===== config.mk =====
export PLATFORM = sky130hd
export DESIGN_NAME = esp_front_flat
export DESIGN_NICKNAME = d
export VERILOG_FILES = /design/src/hdl/esp_pkg.sv /design/src/hdl/esp_if.sv /design/src/hdl/esp_front.sv /design/src/flat_wrapper.sv
export SDC_FILE = /design/constraint.sdc
export NUM_CORES = 1
export LEC_CHECK = 0
export ABC_AREA = 1
export BUFFER_PORTS_ARGS = -buffer_cell sky130_fd_sc_hd__buf_2
export CORE_AREA = 2 2 39 41
export DETAILED_ROUTE_END_ITERATION = 8
export DIE_AREA = 0 0 41 43
export PLACE_DENSITY = 0.79
export SYNTH_ARGS = -nofsm -noshare
export SYNTH_HDL_FRONTEND = slang
export SYNTH_SLANG_ARGS = --single-unit

===== constraint.sdc =====
create_clock -name vclk -period 0.8
set_input_delay 0 -clock vclk [all_inputs]
set_output_delay 0 -clock vclk [all_outputs]
set_load 0.02 [all_outputs]

===== src/hdl/esp_pkg.sv =====
// ----------------------------------------------------------------------------
// esp_pkg: shared constants and types for the equal step pitch generator
// Field widths, fixed-point format, register indexes and queue entry types.
// ----------------------------------------------------------------------------
package esp_pkg;

  localparam int unsigned FRAC_BITS    = 28;
  localparam int unsigned IDX_W        = 10;
  localparam int unsigned REF_W        = 21;
  localparam int unsigned STEPS_W      = 10;
  localparam int unsigned PITCH_W      = 22;
  localparam int unsigned SERIES_TERMS = 24;
  localparam int unsigned QDEPTH       = 4;
  localparam int unsigned QPTR_W       = 2;
  localparam int unsigned CFG_IDX_W    = 1;
  localparam int unsigned CFG_DATA_W   = 21;

  // exp2 series terms and partial sums
  localparam int unsigned TERM_W = FRAC_BITS + 1;
  localparam int unsigned SUM_W  = FRAC_BITS + 2;

  localparam logic [63:0] LN2_Q64 = 64'hB17217F7D1CF79AC;

  localparam logic [REF_W-1:0]   REF_RST   = 21'd44000;
  localparam logic [STEPS_W-1:0] STEPS_RST = 10'd12;
  localparam logic [PITCH_W-1:0] PITCH_MAX = '1;

  localparam logic [CFG_IDX_W-1:0] CFG_REF_PITCH = 1'b0;
  localparam logic [CFG_IDX_W-1:0] CFG_STEPS     = 1'b1;

  // classified item handed from front to back
  typedef struct packed {
    logic             oor;
    logic             ip;
    logic [IDX_W-1:0] r;
  } job_t;

  // per-stage control carried along the back pipeline
  typedef struct packed {
    logic v;
    logic oor;
    logic ip;
  } tag_t;

endpackage


===== src/hdl/esp_if.sv =====
// ----------------------------------------------------------------------------
// esp_in_if / esp_out_if: valid/ready channels of the pitch generator
// Input carries a step index, output a pitch and an out-of-range flag.
// ----------------------------------------------------------------------------
interface esp_in_if;
  logic                      valid;
  logic                      ready;
  logic [esp_pkg::IDX_W-1:0] step_index;
  modport source (output valid, output step_index, input ready);
  modport sink   (input valid, input step_index, output ready);
endinterface



===== src/hdl/esp_front.sv =====
// ----------------------------------------------------------------------------
// esp_front: input acceptance and step classification
// Split the index into octave and remainder, flag indexes past the octave.
// ----------------------------------------------------------------------------
module esp_front (
  esp_in_if.sink                      in_if,
  input  logic [esp_pkg::STEPS_W-1:0] steps_i,
  output logic                        push_valid_o,
  input  logic                        push_ready_i,
  output esp_pkg::job_t               push_job_o
);
  import esp_pkg::*;

  logic is_top;

  assign in_if.ready  = push_ready_i;
  assign push_valid_o = in_if.valid;

  // index equal to steps lands exactly on the next octave
  assign is_top          = (in_if.step_index == steps_i);
  assign push_job_o.oor  = (in_if.step_index > steps_i);
  assign push_job_o.ip   = is_top;
  assign push_job_o.r    = is_top ? '0 : in_if.step_index;

endmodule


===== src/flat_wrapper.sv =====
// flat-port wrapper written by rule: the top's interface ports become plain ports
module esp_front_flat import esp_pkg::*;
  (steps_i, push_valid_o, push_ready_i, push_job_o, in_if_valid, in_if_step_index, in_if_ready);
  esp_in_if in_if_i ();
  input  logic [esp_pkg::STEPS_W-1:0] steps_i;
  output logic push_valid_o;
  input  logic push_ready_i;
  output esp_pkg::job_t push_job_o;
  input wire logic [$bits(in_if_i.valid)-1:0] in_if_valid;
  input wire logic [$bits(in_if_i.step_index)-1:0] in_if_step_index;
  output wire logic [$bits(in_if_i.ready)-1:0] in_if_ready;
  assign in_if_i.valid = in_if_valid;
  assign in_if_i.step_index = in_if_step_index;
  assign in_if_ready = in_if_i.ready;
  esp_front u_core (.in_if(in_if_i), .steps_i(steps_i), .push_valid_o(push_valid_o), .push_ready_i(push_ready_i), .push_job_o(push_job_o));
endmodule

==> impl_metrics.toml, run 1 <==
[sta]
max_freq_ghz = 0.941
rsz0062_at_grt = "true"
maxSlewHeadroom = 0.902
setup_ws_ns = -0.262
hold_viol = 0
setup_tns_ns = -3.00
min_period_ns = 1.06
period_share = 1.33
drv_slew = 0
tightestPinTransition_ns = 0.147
final-setup-viol-count = 12

[final_layout]
drive_above_1_share = 0.761
nFlopsAndLatches = 0
area_growth_pct = 121
insertedDiodeCount = 0
regArea_sq_um = 0
clock_buffer_count = 0
post-route-util = 0.721
layout_common_cells = "buf_6, inv_2, buf_2"
nNetsFinal = 147
final_common_cell = "buf_6"

[global_routing]
grt_max_degree = 6
grt_antenna_before_repair = 0
grt_usage = 0.146
grt_overflow = 0
first_global_vias = 520
grt_pass1_wl_mm = 1.88

[yosys]
yosys_warnings = 0
synthTopCellsByArea = "ha_1, nand2_2, inv_1, nand2_1, inv_2"
syn_avg_cell_area_sq_um = 5.93
synth_top_area_share = 0.278
synth_fp_nets = 108
yosysTopAreaCell = "ha_1"
netlist_instances = 76
synth_area_sq_um = 450
seq_area_frac_synth = 0
synth_cell_type_count = 12

[floorplan]
row_count = 14
die_h_microns = 43
core_sq_um = 1380
start_util = 0.325
io_pins = 36
die_area_sq_um = 1760
die_width_microns = 41

[detailed_routing]
met1_length_microns = 380
highest_layer = "met3"
antenna_left = 0
drt_wl_total_mm = 1.14
wl_met3_microns = 50
drtIter0Drc = 1
wl_met2_microns = 709
routedWlPerCell_microns = 8.84
firstDrtPassIters = 4
viasPerCell = 4.19
num_vias = 541
drc = 0

[worst_setup_path]
worstPathArrival_ns = 1.06
worst-path-buf-inv = 5
slowest_delay_ns = 0.26
worstPathCellList = "buf_4 -> inv_8 -> ha_4 -> nand2_4 -> nor2_4 -> nand4_4 -> buf_6 -> nand2_2 -> inv_2 -> buf_6"
path_class = "input pin to output port"
crit_required_ns = 0.80
cp_common_cell = "buf_6"
cp_slowest_cell = "ha_4"
crit_path_end_kind = "output port"
startpoint_type = "input pin"
critical_path.top_delay_family = "buffers and inverters"
path_max_fanout = 5

[status]
run_status = "finished with violations"
violations = "setup timing"

[flow_run]
maxCapViolCount = 0

[place]
dpl.hpwl_microns = 953
io_buffers = 32
place_congestion = 0.633

[worst_hold_path]
hold_path.class = "input pin to output port"

[pwr]
p_int_uw = 291
vdd_drop_max_uv = 290
p_leak_nw = 0.551
combPwrFrac = 1.000
p_sw_uw = 266
seqPwrFrac = 0
power_frac_clock = 0
swShare = 0.477
p_per_area_nw_per_um2 = 558
==> path summary, 6_finish.rpt <==
path / startpoint / end / slack (ns) / cells past startpoint
worst min-delay path: in_if_valid / push_valid_o / 0.000007 / 0
worst max-delay path: steps_i[2] / push_job_o[4] / -0.26 / 10
==> cell type report <==
type / instances / area (sq um)
Tap cell: 16 / 20.0
Fill cell: 104 / 387
Multi-Input combinational cell: 43 / 464
Inverter: 29 / 154
Timing Repair Buffer: 41 / 359
==> synth_stat cells, drive strengths merged <==
master / instances
a21oi: 3
buf: 4
ha: 10
inv: 29
nand2: 24
nand3: 1
nand4: 1
nor2: 4
==> power groups by stage <==
stage          clock [mW]  combinational (mW)  sequential [mW]
2_1_floorplan           0               0.312                0
3_3_place_gp            0               0.450                0
3_5_place_dp            0               0.465                0
4_1_cts                 0               0.540                0
5_1_grt                 0               0.606                0
6_report                0               0.557                0
==> repair_timing <==
| action | CTS | global route |
|---|---|---|
| resized for setup | 37 | 10 |
| setup endpoints to repair | 12 | 12 |
| endpoints found under the hold margin | 0 | 0 |
| setup buffers | 0 | 0 |
| hold buffers | 0 | 0 |
| pin swaps | 8 | 8 |
==> metal layers <==
layer  track usage  vias to the layer above
met5             0                        -
met2         0.313                       13
met1         0.146                      239
met3             0                        0
li1              -                      289
met4             0                        0
==> stage by stage <==
stage | hold slack (ns) | instances | setup slack, ns | cell area (sq um) | total power, mW
after floorplan | 0.0897 | 76 | -0.0344 | 621 | 0.312
after global placement | 0.000149 | 129 | -0.350 | 835 | 0.450
after detailed placement | 0.000149 | 129 | -0.383 | 835 | 0.465
after CTS | 0.000149 | 129 | -0.274 | 955 | 0.540
after global routing | 0.0000570 | 129 | -0.333 | 997 | 0.606
final | 0.00000724 | 129 | -0.262 | 997 | 0.557
==> logic make-up (layout without fill, tap and decap cells) <==
group / count (synthesis) / count (layout) / synth area share
AND/OR/NAND/NOR: 30 / 30 / 0.372
AO/OA/AOI/OAI: 3 / 3 / 0.0333
adder cells (fa/ha/maj): 10 / 10 / 0.278
buffers and inverters: 33 / 70 / 0.317
Note: power is estimated with default switching activity, not from simulation.
==> run 2, diff against run 1 <==
Settings changed: PLACE_DENSITY 0.79 to 0.74.
==> run 2 against run 1 <==
Setup slack improved by 0.0051 ns. The flow still finishes with violations (setup timing). Sequential cell count stayed put. Non-clock buffer count grew 2. Utilization is 2.3 points higher. Largest cell class unchanged. Combinational power grew 1%. Cell count rose by 1.6%. Final area increased by 3.1%.
==> impl_metrics.toml, run 2 (synthesized netlist as in run 1, its figures left out) <==
[worst_setup_path]
critical_path.top_delay_family = "simple AND/OR/NAND/NOR gates"
path_max_fanout = 3
cp_slowest_cell = "ha_4"
cp_num_cells = 10
worstPathCellList = "buf_8 -> inv_12 -> ha_4 -> nand2_4 -> nor2_4 -> inv_1 -> a21oi_1 -> nor2_1 -> nor2_2 -> buf_6"
path_class = "input pin to output port"
crit_path_end_kind = "output port"
startpoint_type = "input pin"
worstPathArrival_ns = 1.06
worst-path-buf-inv = 4
crit_required_ns = 0.80
slowest_delay_ns = 0.26

[pwr]
p_int_uw = 302
p_leak_nw = 0.566
power_frac_clock = 0
p_per_area_nw_per_um2 = 549
finalPower_uw = 564
vdd_drop_max_uv = 342
seqPwrFrac = 0
p_sw_uw = 263
combPwrFrac = 1.000
swShare = 0.466

[final_layout]
insertedDiodeCount = 0
clock_buffer_count = 0
layout_common_cells = "buf_6, inv_2, inv_1, nand2_1, buf_4"
final_common_cell = "buf_6"
area_growth_pct = 128
drive_above_1_share = 0.765
nNetsFinal = 149
nFlopsAndLatches = 0
regArea_sq_um = 0
design_area_sq_um = 1030

[place]
place_area_sq_um = 850
dpl.hpwl_mm = 1.03
pre_cts_ws_ns = -0.371
io_buffers = 32
place_congestion = 0.605

[floorplan]
die_area_sq_um = 1760
core_sq_um = 1380
die_h_microns = 43
io_pins = 36
start_util = 0.325
row_count = 14
die_width_microns = 41

[detailed_routing]
firstDrtPassIters = 2
routedWlPerCell_microns = 9.32
viasPerCell = 4.22
drtIter0Drc = 5
antenna_left = 0
drt_wl_total_mm = 1.22
drc = 0
num_vias = 553

[global_routing]
grt_max_degree = 6
top_usage_layer = "met2"
use_met2 = 0.313
first_global_vias = 519
grt_use_met3 = 0
grt_antenna_before_repair = 0
grt_usage = 0.147
grt_pass1_wl_mm = 1.89
grt_use_met1 = 0.149
grt_overflow = 0

[status]
violations = "setup timing"
run_status = "finished with violations"

[clock_network]
postCtsSetupBuffers = 0
hold_buffers = 0

[sta]
rsz0062_at_grt = "true"
period_share = 1.32
setup_tns_ns = -2.85
min_period_ns = 1.06
final-setup-viol-count = 12
setup_ws_ns = -0.257
tightestPinTransition_ns = 0.138
hold_viol = 0
max_freq_ghz = 0.946
drv_slew = 0
maxSlewHeadroom = 0.908

[worst_hold_path]
hold_depth = 0
hold_path.class = "input pin to output port"

[flow_run]
maxCapViolCount = 0
==> run 2: cell type report <==
| type | count | area [sq um] |
|---|---|---|
| Fill cell | 95 | 355 |
| Timing Repair Buffer | 43 | 400 |
| Multi-Input combinational cell | 43 | 454 |
| Inverter | 29 | 154 |
| Tap cell | 16 | 20.0 |
==> run 2: path summary, 6_finish.rpt <==
path                    start        endpoint  slack [ns]
setup / recovery   steps_i[7]  push_job_o[11]       -0.26
hold / removal    in_if_valid    push_valid_o      0.0002
==> run 2: metrics by stage <==
stage,cells,utilization,hold WS [ns]
3_3_place_gp,131,0.614,0.000322
5_1_grt,131,0.743,0.000107
3_5_place_dp,131,0.614,0.000322
2_1_floorplan,76,-,0.0897
6_report,131,0.743,0.000164
4_1_cts,131,0.716,0.000322
==> run 2: power groups by stage <==
stage	clock (mW)	combinational [mW]	sequential (mW)
after detailed placement	0	0.471	0
after global placement	0	0.458	0
after global routing	0	0.617	0
final	0	0.564	0
after CTS	0	0.551	0
after floorplan	0	0.312	0
==> run 2: layer usage <==
metal  wire length (microns)  share of wire
met5                       0              0
met3                      59          0.048
met4                       0              0
met1                     416           0.34
met2                     745           0.61
==> run 2: timing repair <==
item                                    4_1_cts  5_1_grt
gates cloned                                  0        0
endpoints found under the hold margin         0        0
pin swaps                                     7        8
gates resized for setup                      42       11
endpoints found under the setup margin       12       12
==> run 3, diff against run 2 <==
Settings changed: ABC_AREA 1 to default, PLACE_DENSITY 0.74 to 0.68.
==> run 3 against run 2 <==
The run still ends with setup timing left. Critical endpoint is now push_job_o[9]. Cell count shrank 27%. Via count shrank 22%. Routed wire length shrank 15%. Largest cell class unchanged. Combinational power shrank 24%.
==> impl_metrics.toml, run 3 <==
[status]
run_status = "finished with violations"
violations = "setup timing"

[yosys]
synth_common_cells = "ha_1, inv_1, nor2b_2"
seq_area_frac_synth = 0
synth_area_sq_um = 385
synth_top_area_share = 0.325
synthTopCellsByArea = "ha_1, nor2b_2, inv_1, buf_4, buf_12"
yosys_warnings = 0
yosysTopAreaCell = "ha_1"
synth_cell_type_count = 17
synth_fp_nets = 82
netlist_instances = 50
syn_avg_cell_area_sq_um = 7.71

[place]
dpl.hpwl_microns = 872
place_inst = 95
place_area_sq_um = 672
place_congestion = 0.720
io_buffers = 32

[final_layout]
post-route-util = 0.594
area_growth_pct = 113
nNetsFinal = 114
final_common_cell = "buf_6"
multi_input_area_sq_um = 440
drive_above_1_share = 0.788
clock_buffer_count = 0
final.fill_count = 116
final_cells = 96
insertedDiodeCount = 0
nFlopsAndLatches = 0
regArea_sq_um = 0
layout_common_cells = "buf_6, buf_2, ha_4, nor2b_2"
design_area_sq_um = 822

[floorplan]
die_width_microns = 41
die_area_sq_um = 1760
start_util = 0.278
row_count = 14
die_h_microns = 43
core_sq_um = 1380
io_pins = 36

[worst_setup_path]
cp_slowest_cell = "and3_4"
path_max_fanout = 6
crit_required_ns = 0.80
crit_path_end_kind = "output port"
path_class = "input pin to output port"
startpoint_type = "input pin"
worstPathCellList = "buf_8 -> ha_4 -> nand4_1 -> nor3_2 -> and3_4 -> nor2b_1 -> buf_4"
slowest_delay_ns = 0.29
worstPathArrival_ns = 1.17

[global_routing]
grt_overflow = 0
grt_pass1_wl_mm = 1.58
use_met2 = 0.228
grt_max_degree = 7
grt_antenna_before_repair = 0
grt_use_met3 = 0
grt_use_met1 = 0.155
grt_usage = 0.122
first_global_vias = 389
top_usage_layer = "met2"

[sta]
rsz0062_at_grt = "true"
period_share = 1.46
hold_viol = 0
maxSlewHeadroom = 0.834
final-setup-viol-count = 12
setup_ws_ns = -0.369
tightestPinTransition_ns = 0.247
drv_slew = 0
max_freq_ghz = 0.855
min_period_ns = 1.17

[detailed_routing]
viasPerCell = 4.49
drc = 0
routedWlPerCell_microns = 10.8
num_vias = 431
drt_wl_total_mm = 1.03
firstDrtPassIters = 1
antenna_left = 0
drtIter0Drc = 0

[pwr]
p_leak_nw = 0.374
p_per_area_nw_per_um2 = 524
vdd_drop_max_uv = 214

[clock_network]
postCtsSetupBuffers = 0
hold_buffers = 0

[worst_hold_path]
hold_path.class = "input pin to output port"

[flow_run]
maxCapViolCount = 0
[run 3: final cells by class]
| class | count | share of cell area |
|---|---|---|
| inverter | 10 | 0.0791 |
| multi-input combinational | 37 | 0.536 |
| timing repair buffer | 33 | 0.361 |
| tap | 16 | 0.0244 |
[run 3: critical path: cells and delay by family]
| family | cells | cell delay (ns) |
|---|---|---|
| fa+ha+maj | 1 | 0.25 |
| buf+inv | 2 | 0.25 |
| simple gates | 4 | 0.66 |
[run 3: metrics by stage]
step	TNS [ns]	power (mW)	hold WS (ns)	setup WS, ns
floorplan	-1.22	0.229	0.113	-0.145
detailed placement	-5.85	0.349	0.000236	-0.498
finish	-4.20	0.431	0.00000883	-0.369
global placement	-5.28	0.342	0.000236	-0.447
CTS	-5.10	0.425	0.000236	-0.451
global route	-5.28	0.472	0.0000337	-0.466
[run 3: timing repair]
| item | CTS | global route |
|---|---|---|
| cloned | 1 | 0 |
| endpoints found under the setup margin | 12 | 12 |
| gates resized for setup | 37 | 4 |
| pin swaps | 6 | 3 |
[run 3: path summary, 6_finish.rpt]
| check | from | endpoint | cells past startpoint |
|---|---|---|---|
| setup / recovery | in_if_step_index[7] | push_job_o[9] | 7 |
| hold / removal | push_ready_i | in_if_ready | 0 |
[run 3: report_power, final]
part / leakage, nW / total (mW) / internal (mW) / switching, mW
Sequential: 0 / 0 / 0 / 0
Combinational: 0.374 / 0.431 / 0.242 / 0.189
Clock: 0 / 0 / 0 / 0
[run 3: logic make-up (layout without fill, tap and decap cells)]
group / Yosys count / count (layout) / synth area share
AND/OR/NAND/NOR: 19 / 20 / 0.351
buffers and inverters: 14 / 43 / 0.208
adder cells (fa/ha/maj): 10 / 10 / 0.325
AO/OA/AOI/OAI: 7 / 7 / 0.117
[run 3: routing by layer]
metal  vias up  routed length (microns)
li1        225                        -
met4         0                        0
met1       189                      407
met5         -                        0
met3         0                       72
met2        17                      552
