<file path="src/hdl/esp_pkg.sv">
// ----------------------------------------------------------------------------
// esp_pkg: shared constants and types for the equal step pitch generator
// Field widths, fixed-point format, register indexes and queue entry types.
// ----------------------------------------------------------------------------
package esp_pkg;

  localparam int unsigned FRAC_BITS    = 28;
  localparam int unsigned IDX_W        = 10;
  localparam int unsigned REF_W        = 21;
  localparam int unsigned STEPS_W      = 10;
  localparam int unsigned PITCH_W      = 22;
  localparam int unsigned SERIES_TERMS = 24;
  localparam int unsigned QDEPTH       = 4;
  localparam int unsigned QPTR_W       = 2;
  localparam int unsigned CFG_IDX_W    = 1;
  localparam int unsigned CFG_DATA_W   = 21;

  // exp2 series terms and partial sums
  localparam int unsigned TERM_W = FRAC_BITS + 1;
  localparam int unsigned SUM_W  = FRAC_BITS + 2;

  localparam logic [63:0] LN2_Q64 = 64'hB17217F7D1CF79AC;

  localparam logic [REF_W-1:0]   REF_RST   = 21'd44000;
  localparam logic [STEPS_W-1:0] STEPS_RST = 10'd12;
  localparam logic [PITCH_W-1:0] PITCH_MAX = '1;

  localparam logic [CFG_IDX_W-1:0] CFG_REF_PITCH = 1'b0;
  localparam logic [CFG_IDX_W-1:0] CFG_STEPS     = 1'b1;

  // classified item handed from front to back
  typedef struct packed {
    logic             oor;
    logic             ip;
    logic [IDX_W-1:0] r;
  } job_t;

  // per-stage control carried along the back pipeline
  typedef struct packed {
    logic v;
    logic oor;
    logic ip;
  } tag_t;

endpackage

</file>
<file path="src/hdl/esp_queue.sv">
// ----------------------------------------------------------------------------
// esp_queue: short FIFO between front and back
// Decouple input acceptance from back pipeline stalls.
// ----------------------------------------------------------------------------
module esp_queue (
  input  logic          clk_i,
  input  logic          rst_ni,
  input  logic          push_valid_i,
  output logic          push_ready_o,
  input  esp_pkg::job_t push_job_i,
  output logic          pop_valid_o,
  input  logic          pop_ready_i,
  output esp_pkg::job_t pop_job_o
);
  import esp_pkg::*;

  job_t              mem_q [QDEPTH];
  logic [QPTR_W-1:0] wptr_q, rptr_q;
  logic [QPTR_W:0]   cnt_q, cnt_d;
  logic              push, pop;

  assign push_ready_o = (cnt_q != (QPTR_W+1)'(QDEPTH));
  assign pop_valid_o  = (cnt_q != '0);
  assign pop_job_o    = mem_q[rptr_q];
  assign push         = push_valid_i && push_ready_o;
  assign pop          = pop_valid_o && pop_ready_i;

  always_comb begin
    cnt_d = cnt_q;
    if (push && !pop) begin
      cnt_d = cnt_q + 1'b1;
    end else if (pop && !push) begin
      cnt_d = cnt_q - 1'b1;
    end
  end

  always_ff @(posedge clk_i or negedge rst_ni) begin
    if (!rst_ni) begin
      wptr_q <= '0;
      rptr_q <= '0;
      cnt_q  <= '0;
    end else begin
      if (push) wptr_q <= wptr_q + 1'b1;
      if (pop)  rptr_q <= rptr_q + 1'b1;
      cnt_q <= cnt_d;
    end
  end

  always_ff @(posedge clk_i) begin
    if (push) mem_q[wptr_q] <= push_job_i;
  end

endmodule

</file>
<file path="config.mk">
export PLATFORM = sky130hd
export DESIGN_NAME = esp_queue
export DESIGN_NICKNAME = d
export VERILOG_FILES = /design/src/hdl/esp_pkg.sv /design/src/hdl/esp_queue.sv
export SDC_FILE = /design/constraint.sdc
export NUM_CORES = 1
export LEC_CHECK = 0
export ABC_AREA = 1
export BUFFER_PORTS_ARGS = -buffer_cell sky130_fd_sc_hd__buf_2
export CAP_MARGIN = 5
export CELL_PAD_IN_SITES_DETAIL_PLACEMENT = 1
export CELL_PAD_IN_SITES_GLOBAL_PLACEMENT = 1
export CORE_ASPECT_RATIO = 1.2
export CORE_MARGIN = 4
export CORE_UTILIZATION = 30
export DETAILED_ROUTE_END_ITERATION = 8
export PLACE_DENSITY_LB_ADDON = 0.1
export SLEW_MARGIN = 40
export SYNTH_ARGS = -nofsm -noshare
export SYNTH_HDL_FRONTEND = slang
export SYNTH_SLANG_ARGS = --single-unit
</file>
<file path="constraint.sdc">
create_clock -name clk_i -period 2.4 [get_ports clk_i]
set_input_delay 0.48 -clock clk_i [delete_from_list [all_inputs] [get_ports clk_i]]
set_output_delay 0.48 -clock clk_i [all_outputs]
set_load 0.02 [all_outputs]
</file>
==> impl_metrics.csv, run 1 <==
group,metric,value,unit
outcome,status,"complete, no violations",
cells_and_area,fillerInstances,859,
sta,rsz0062_at_grt,"false",
clocking,path_clk_slew,90,ps
synthesis,synth.area.top_cells,"edfxtp_1 60%, nand2_1 8.1%, dfrtp_1 7.3%",
drt,num_vias,1479,
cells_and_area,mostFrequentLayoutCells,"52 x nand2_1, 48 x edfxtp_1, 34 x inv_1",
grt,grt_max_degree,28,
drt,wl_met3,139,µm
cells_and_area,drive_gt1_share,24.9,%
sta,whs,392,ps
cells_and_area,area_growth,17.4,%
clocking,insertion_delay,300,ps
clocking,ctsRootBufferMaster,"clkbuf_8",
synthesis,yosys.area.top_type,"edfxtp_1",
clocking,clockBufferDepth,2,
placed_design,gp_congestion,0.792,
grt,gr-total-overflow,0,
synthesis,synth_cells,199,
clocking,cts-buffers-inserted,5,
setup_path,crit_required,1920,ps
cells_and_area,final_cells,329,
synthesis,yosysSeqAreaShare,67.5,%
setup_path,r2r_slack,570,ps
drt,drtIter0Drc,54,
synthesis,syn_area_per_cell,12.0,µm²
pwr,power.density,1240,mW/mm²
cells_and_area,n_antenna_cell,0,
job,drv_cap,0,
sta,clock.fmax,0.492,GHz
setup_path,r2r_start,"cnt_q[0]$_DFFE_PN0P_",
sta,worst_slew_pin_slew,387,ps
setup_path,crit_fanout,13,
floorplanning,start_util,30.9,%
floorplanning,core.rowCount,35,
worst_hold_path,hold_path.class,"primary input to flop",
pwr,ir_worst_vdd,457,µV
synthesis,ys_types,18,
synthesis,synth.top_cell.area_share,60.2,%
drt,wl_per_cell,13.9,µm
sta,slew_violations,0,
floorplanning,die_area,0.00949,mm²
clocking,cts_setup_buffers,0,
placed_design,io_buffers,29,
cells_and_area,nets,258,
grt,grt_pass1_wl,7360,µm
drt,wl_met1,1970,µm
sta,skew,10.2,ps
drt,drtAntennaViolNets,0,
drt,drtPass1Iterations,2,
setup_path,crit_path_start_kind,"flop",
floorplanning,dieHeight,106,µm
synthesis,synth-seq-cells,55,
setup_path,startpoint,"rptr_q[0]$_DFFE_PN0P_",
sta,finalSetupViolations,0,
grt,antenna_found_initial,0,
floorplanning,core_area,0.00775,mm²
worst_hold_path,hold_start,"push_job_i[11]",
sta,max_slew_margin,74.2,%
sta,fin_crit_sh,84.7,%
drt,vias_per_cell,4.50,
synthesis,synth_nets,221,
synthesis,netlist_area,0.00240,mm²
floorplanning,die_w,89.6,µm
drt,routed_wl,4570,µm
grt,grt_util_all_layers,10.4,%
drt,routed.top_layer,"met4",
clocking,cts_sinks,55,
setup_path,crit_type,"flop to output port",
placed_design,post-dp-hpwl,3150,µm
setup_path,worst_ep_arrival_time,1550,ps
sta,finalHoldViolations,0,
clocking,h-tree-depth,2,
synthesis,ys_warn_count,0,
grt,grt_pass1_vias,1494,
clocking,cts_tree,"yes",
sta,fin_tns_setup,0,ps
drt,wl_met2,2410,µm
drt,drcViolationCount,0,
sta,post-route-min-period,2030,ps
setup_path,endpoint_kind,"output port",
cells_and_area,mostFrequentLayoutCell,"nand2_1",
pwr,leakage,1.22,nW
placed_design,dp.cells,320,
floorplanning,io_pins,30,
[where the power goes]
group          leakage, nW  total (mW)  internal, mW  switching, mW
combinational        0.628        1.43         0.487          0.938
clock               0.0654       0.694         0.417          0.277
sequential           0.524        1.37          1.28         0.0948
[stage by stage]
stage | utilization [%] | total power, mW | instance area [µm²] | setup WS, ps
3_3_place_gp | 34.5 | 2.85 | 2670 | 621
4_1_cts | 36.3 | 3.58 | 2810 | 325
3_5_place_dp | 34.5 | 2.88 | 2670 | 536
6_report | 36.3 | 3.49 | 2810 | 368
2_1_floorplan | - | 2.41 | 2400 | 520
5_1_grt | 36.3 | 3.77 | 2810 | 216
[worst max-delay path: stages (launching register included)]
cell,delay (ps)
dfrtp_1,410
inv_2,230
buf_4,240
nand2_1,70
o211ai_1,80
nand2_1,80
buf_2,160
[layer usage]
metal  vias up  global-route usage, %
li1        734                      -
met1       719                   12.7
met2        21                   17.8
met3         5                   2.25
met4         0                   3.51
met5         -                      0
[synthesized netlist by cell type]
master	count
inv_1	34
fa_1	1
o211ai_2	9
nand4_1	1
buf_2	4
dfrtp_1	7
edfxtp_1	48
buf_4	1
xnor2_1	1
nand3_1	7
ha_1	5
inv_2	6
o21ai_0	1
o211ai_1	15
nor2_1	4
nand2_2	1
buf_6	2
nand2_1	52
[logic make-up after synthesis]
family	after synthesis	share of synthesized area (%)
adder cells (fa/ha/maj)	6	3.45
AND/OR/NAND/NOR	65	10.8
AO/OA/AOI/OAI	25	9.61
buffers and inverters	47	8.36
flip-flops	55	67.5
XOR/XNOR	1	0.366
[timing repair]
item,in CTS,in global routing
setup endpoints to repair,0,0
gates resized for setup,0,0
hold buffers,1,0
endpoints found under the hold margin,5,0
[state kept, by name, indices dropped and copies added, names as in the netlist]
name,flops
mem_q,48
rptr_q,2
wptr_q,2
cnt_q,3
[final cells by class]
class / instances / area [µm²] / area share [%]
well taps: 92 / 115 / 4.09
flip-flops and latches: 55 / 1620 / 57.4
multi-input cells: 97 / 579 / 20.6
inverters: 40 / 150 / 5.34
repair buffers: 37 / 220 / 7.83
clock buffers: 6 / 72.6 / 2.58
clock inverters: 2 / 60.1 / 2.13
[path summary, 6_finish.rpt]
path                                          endpoint  cells past startpoint
worst max-delay path                      pop_job_o[8]                      6
min in group asynchronous        rptr_q[0]$_DFFE_PN0P_                      2
worst max register to register    cnt_q[1]$_DFFE_PN0P_                      9
worst min-delay path            mem_q[0][11]$_DFFE_PP_                      1
worst min register to register   rptr_q[0]$_DFFE_PN0P_                      2
max in group asynchronous        wptr_q[0]$_DFFE_PN0P_                      2
Power figures use the tool's default switching activity.
==> run 2: changes to the inputs <==
Settings changed: ABC_AREA 1 to 0.
Clock period 2.4 ns to 1.7 ns, I/O delays scaled along.
==> run 2 against run 1 <==
Against the previous run:
- the flow now finishes with violations (negative setup slack)
- count of clock-buffer cells in the layout grew 1
- first-iteration DRC count grew 15%
- combinational power grew 62%
- critical path type unchanged
- critical path depth shrank 3
==> impl_metrics.csv, run 2 <==
group,metric,value,unit
clocking,cts_tree,"yes",
clocking,path_clk_slew,100,ps
clocking,h-tree-depth,2,
floorplanning,die_area,0.00866,mm²
cells_and_area,fin_util,40.9,%
grt,grt.busiest_layer,"met2",
placed_design,placed_area,0.00260,mm²
clocking,cts_sinks,55,
sta,worst_slew_pin_slew,189,ps
floorplanning,start_util,31.3,%
grt,grt_use_met3,2.28,%
setup_path,path_buf_inv,2,
grt,grt_max_degree,17,
setup_path,crit_fanout,6,
grt,grtUsageMet2,17.8,%
grt,grt_pass1_vias,1190,
synthesis,ys_warn_count,0,
worst_hold_path,hold_path.class,"primary input to flop",
cells_and_area,reg_top3,"mem_q: 48 flops, cnt_q: 3 flops",
drt,drtAntennaViolNets,0,
pwr,leakage,1.03,nW
placed_design,io_buffers,29,
synthesis,synthFlopType,"edfxtp_1",
setup_path,worstPathCellList,"clkbuf_16, mux4_2, buf_6",
sta,fin_crit_sh,112,%
pwr,p_seq_share,38.3,%
sta,rsz0062_at_grt,"true",
placed_design,post-dp-hpwl,2740,µm
sta,max_slew_margin,87.3,%
outcome,status,"finished with violations",
cells_and_area,area_growth,30.7,%
setup_path,crit_required,1360,ps
sta,finalSetupViolations,14,
pwr,power_switching,1.56,mW
sta,skew,7.40,ps
cells_and_area,mostFrequentLayoutCell,"edfxtp_1",
placed_design,gp_congestion,0.657,
pwr,power,5.10,mW
pwr,p_int,3.54,mW
grt,grt_pass1_wl,6440,µm
grt,grt_util_all_layers,10.1,%
cells_and_area,n_antenna_cell,0,
synthesis,synth_cells,98,
clocking,insertion_delay,300,ps
setup_path,critical_path.max_stage_delay,510,ps
grt,grt_use_met1,11.6,%
outcome,violations,"negative setup slack",
drt,drtIter0Drc,62,
cells_and_area,drive_gt1_share,49.7,%
cells_and_area,mostFrequentLayoutCells,"48 x edfxtp_1, 16 x buf_2, 14 x buf_6",
pwr,power.density,1800,mW/mm²
synthesis,synthArstFlopShare,12.7,%
clocking,ctsRootBufferMaster,"clkbuf_8",
pwr,p_sw_share,30.5,%
drt,num_vias,1058,
grt,antenna_found_initial,0,
sta,post-route-min-period,1910,ps
setup_path,crit_type,"flop to output port",
synthesis,synthTopCellsByCount,"48 x edfxtp_1, 8 x mux4_2, 7 x dfrtp_1, 5 x ha_1",
synthesis,synth.top_cell.area_share,66.4,%
synthesis,yosysSeqAreaShare,74.5,%
synthesis,synth.area.top_cells,"edfxtp_1 66%, mux4_2 8.3%, dfrtp_1 8.1%",
synthesis,synth-seq-cells,55,
cells_and_area,fin_area,0.00284,mm²
synthesis,syn_area_per_cell,22.1,µm²
synthesis,synth-edff-count,48,
synthesis,yosys.area.top_type,"edfxtp_1",
drt,vias_per_cell,4.45,
clocking,cts-buffers-inserted,5,
setup_path,crit_path_start_kind,"flop",
cells_and_area,nets,172,
synthesis,synth.most_common_cell,"edfxtp_1",
sta,slew_violations,0,
floorplanning,io_pins,30,
sta,whs,248,ps
cells_and_area,final_cells,238,
floorplanning,die_w,85.6,µm
placed_design,dp_worst_setup_slack,-175,ps
pwr,clock_power_share,16.4,%
synthesis,ys_types,19,
floorplanning,dieHeight,101,µm
sta,setup_slack,-212,ps
floorplanning,core.rowCount,33,
floorplanning,core_area,0.00694,mm²
drt,drtPass1Iterations,4,
setup_path,endpoint_kind,"output port",
cells_and_area,regMostFlops,"mem_q",
sta,clock.fmax,0.523,GHz
setup_path,cp_top_family,"multiplexers",
drt,drcViolationCount,0,
pwr,comb_power_share,45.3,%
cells_and_area,largest_reg_flops,48,
sta,fin_tns_setup,-2590,ps
setup_path,worst_ep_arrival_time,1570,ps
clocking,clockBufferDepth,2,
placed_design,dp.cells,226,
drt,wl_per_cell,16.7,µm
grt,gr-total-overflow,0,
setup_path,crit_slowest_cell,"mux4_2",
job,drv_cap,0,
sta,finalHoldViolations,0,
drt,routed_wl,3970,µm
synthesis,netlist_area,0.00217,mm²
synthesis,synth_nets,120,
pwr,ir_worst_vdd,775,µV
run 2: cell count changes after synthesis, moves of 2 or more:
cell | previous run | this run
mux4_1 | 0 | 4
mux4_2 | 0 | 8
and2_1 | 0 | 4
nor2_1 | 4 | 2
o211ai_2 | 9 | 0
inv_1 | 34 | 3
mux2_2 | 0 | 2
buf_2 | 4 | 1
nand3_1 | 7 | 1
nand2_1 | 52 | 2
xnor2_1 | 1 | 4
inv_2 | 6 | 0
o211ai_1 | 15 | 0
xor2_1 | 0 | 2
run 2: timing repair:
| item | 4_1_cts | 5_1_grt |
|---|---|---|
| resized for setup | 33 | 4 |
| hold endpoints to repair | 7 | 0 |
| pin swaps | 5 | 0 |
| setup endpoints to repair | 15 | 15 |
| buffers inserted | 2 | 1 |
| hold buffers | 1 | 0 |
| gates cloned | 1 | 0 |
run 2: worst register-to-register path, delay by kind of cell (launching register included):
kind	cells	cell delay (ps)
xor gates and xnor gates	2	300
adders and majority gates	2	450
buffers and inverters	1	30
DFF	1	390
and+or+nand+nor	3	610
run 2: layer usage:
metal / vias to the layer above / wire length [µm] / share of wire [%]
met4: 0 / 44 / 1.1
met1: 546 / 1610 / 40
met5: - / 0 / 0
li1: 484 / - / -
met3: 4 / 141 / 3.6
met2: 24 / 2180 / 55
run 2: logic make-up after synthesis:
logic type      Yosys count  synth area share, %
fa+ha+maj                 6                 3.81
simple gates             10                 2.36
buf+inv                   6                 2.19
flops                    55                 74.5
mux                      14                 14.2
xor+xnor                  6                 2.42
compound gates            1                0.519
run 2: path summary, 6_finish.rpt:
kind,startpoint,endpoint,slack [ps],cells after the start
max,rptr_q[0]$_DFFE_PN0P_,pop_job_o[10],-210,3
min,push_job_i[6],mem_q[0][6]$_DFFE_PP_,250,1
max reg2reg,cnt_q[0]$_DFFE_PN0P_,cnt_q[2]$_DFFE_PN0P_,-160,8
min reg2reg,rptr_q[1]$_DFFE_PN0P_,rptr_q[1]$_DFFE_PN0P_,550,1
max in group asynchronous,rst_ni,rptr_q[0]$_DFFE_PN0P_,1120,2
min in group asynchronous,rst_ni,rptr_q[1]$_DFFE_PN0P_,390,2
run 2: cell type report:
cell class,instances,area (µm²)
flip-flops and latches,55,1620
multi-input cells,37,524
inverters,3,11.3
clock buffers,7,76.3
clock inverters,1,30.0
well taps,87,109
fillers,689,4100
repair buffers,48,468
run 2: power by group through the flow:
stage	Combinational, mW	Sequential, mW	Clock, mW
5_1_grt	2.50	1.99	0.933
3_3_place_gp	1.92	1.94	0
6_report	2.31	1.95	0.837
4_1_cts	2.36	1.97	0.868
2_1_floorplan	1.21	1.94	0
3_5_place_dp	1.95	1.97	0
==> run 3: changes to the inputs <==
--- a/config.mk
+++ b/config.mk
@@ -13,3 +13,3 @@
 export CORE_ASPECT_RATIO = 1.2
-export CORE_MARGIN = 4
+export CORE_MARGIN = 2
 export CORE_UTILIZATION = 30
==> constraint.sdc (replaced) <==
create_clock -name clk_i -period 1.7 [get_ports clk_i]
set_input_delay 0.17 -clock clk_i [delete_from_list [all_inputs] [get_ports clk_i]]
set_output_delay 0.17 -clock clk_i [all_outputs]
set_load 0.02 [all_outputs]
==> run 3 against run 2 <==
Against the previous run:
- the run still ends with negative setup slack left
- sequential cell count stayed put
- critical endpoint is now cnt_q[2]$_DFFE_PN0P_
- critical path depth is 5 higher
- via count is 0.28% higher
- clock power is 18% higher
- clock skew is 2.3 ps lower
- power is 1.3% higher
- sequential share of layout area is 0.13 points higher
- highest routed layer unchanged
==> impl_metrics.csv, run 3 (synthesized netlist as in run 2, its figures left out) <==
group,metric,value,unit
placed_design,post-dp-hpwl,2810,µm
pwr,power,5.17,mW
clocking,cts_tree,"yes",
cells_and_area,mostFrequentLayoutCells,"48 x edfxtp_1, 17 x buf_2, 16 x buf_4",
grt,gr-total-overflow,0,
drt,routed_wl,3950,µm
floorplanning,start_util,31.3,%
clocking,ctsRootBufferMaster,"clkbuf_8",
drt,drtPass1Iterations,4,
sta,skew,5.07,ps
sta,fin_crit_sh,110,%
grt,grt_pass1_vias,1250,
setup_path,rr_worst_depth,8,
sta,worst_slew_pin_slew,250,ps
setup_path,crit_type,"flop to flop",
worst_hold_path,min_path_cells,1,
cells_and_area,drive_gt1_share,51.0,%
sta,slew_violations,0,
floorplanning,die_area,0.00793,mm²
pwr,leakage,1.04,nW
cells_and_area,reg_top3,"mem_q: 48 flops, cnt_q: 3 flops",
floorplanning,core.rowCount,33,
sta,clock.fmax,0.532,GHz
grt,grt_pass1_wl,6350,µm
clocking,cts_sinks,55,
cells_and_area,area_growth,30.4,%
drt,wl_per_cell,16.5,µm
drt,drcViolationCount,0,
drt,num_vias,1061,
clocking,clockBufferDepth,2,
setup_path,worst_ep_arrival_time,2100,ps
floorplanning,die_w,81.6,µm
cells_and_area,mostFrequentLayoutCell,"edfxtp_1",
drt,drtIter0Drc,54,
outcome,status,"finished with violations",
floorplanning,core_area,0.00694,mm²
sta,post-route-min-period,1880,ps
grt,antenna_found_initial,0,
clocking,path_clk_slew,90,ps
clocking,cts-buffers-inserted,5,
setup_path,crit_path_start_kind,"flop",
cells_and_area,nets,174,
cells_and_area,n_antenna_cell,0,
sta,finalHoldViolations,0,
worst_hold_path,hold_path.class,"primary input to flop",
sta,finalSetupViolations,12,
setup_path,crit_required,1920,ps
drt,drtAntennaViolNets,0,
job,drv_cap,0,
setup_path,crit_fanout,2,
cells_and_area,largest_reg_flops,48,
placed_design,io_buffers,29,
cells_and_area,fin_area,0.00283,mm²
drt,vias_per_cell,4.42,
clocking,h-tree-depth,2,
cells_and_area,regMostFlops,"mem_q",
pwr,power.density,1830,mW/mm²
placed_design,placed_area,0.00258,mm²
grt,grt_max_degree,17,
outcome,violations,"negative setup slack",
grt,grt_util_all_layers,11.1,%
clocking,insertion_delay,300,ps
floorplanning,io_pins,30,
sta,rsz0062_at_grt,"true",
sta,setup_slack,-178,ps
floorplanning,dieHeight,97.2,µm
sta,max_slew_margin,83.3,%
placed_design,dp_worst_setup_slack,-208,ps
pwr,ir_worst_vdd,668,µV
placed_design,gp_congestion,0.619,
setup_path,endpoint_kind,"flop",
-- run 3: cell types whose count changed in the layout (fill, tap and decap cells not counted), sizes merged --
cell    delta
buf        +2
clkbuf     -1
bufinv     +1
-- run 3: final timing paths --
kind	startpoint	endpoint	slack, ps
setup / recovery	cnt_q[0]$_DFFE_PN0P_	cnt_q[2]$_DFFE_PN0P_	-180
hold / removal	push_job_i[9]	mem_q[2][9]$_DFFE_PP_	80
setup reg to reg	cnt_q[0]$_DFFE_PN0P_	cnt_q[2]$_DFFE_PN0P_	-180
hold reg to reg	wptr_q[1]$_DFFE_PN0P_	wptr_q[1]$_DFFE_PN0P_	590
max in group asynchronous	rst_ni	rptr_q[0]$_DFFE_PN0P_	1300
min in group asynchronous	rst_ni	cnt_q[1]$_DFFE_PN0P_	220
-- run 3: critical path, stage by stage, from the launching register on --
cell	delay, ps
dfrtp_1	400
or3_4	410
nand2_4	90
ha_4	130
inv_2	30
fa_2	320
xor2_1	150
nor2_1	110
xor2_1	170
-- run 3: what timing repair did --
action	in CTS	in global routing
gates resized for setup	15	18
hold endpoints to repair	7	0
hold buffers	1	0
setup buffers	2	0
gates cloned	1	0
pin swaps	5	0
endpoints found under the setup margin	14	22
-- run 3: final cells by class --
| cell class | count | area [µm²] |
|---|---|---|
| clock buffer | 6 | 72.6 |
| clock inverter | 2 | 60.1 |
| fill | 689 | 4110 |
| inverter | 3 | 11.3 |
| multi-input combinational | 37 | 524 |
| sequential | 55 | 1620 |
| tap | 87 | 109 |
| timing repair buffer | 50 | 435 |
-- run 3: metal layers --
layer / global-route usage [%] / vias up / share of wire [%]
li1: - / 493 / -
met1: 13.0 / 545 / 41
met2: 19.1 / 19 / 54
met3: 2.51 / 4 / 3.3
met4: 4.62 / 0 / 1.2
met5: 0 / - / 0
-- run 3: where the power goes --
part	switching, mW	internal (mW)
Clock	0.399	0.588
Sequential	0.142	1.82
Combinational	1.00	1.22
Total	1.54	3.63
-- run 3: through the flow --
stage | instances | hold slack (ps) | TNS (ps) | util [%]
CTS | 240 | 68.2 | -1360 | 40.5
floorplan | 98 | -126 | -403 | -
global placement | 228 | 21.2 | -189 | 37.2
global route | 240 | 76.0 | -1410 | 40.8
finish | 240 | 83.3 | -507 | 40.8
detailed placement | 228 | 17.2 | -339 | 37.2
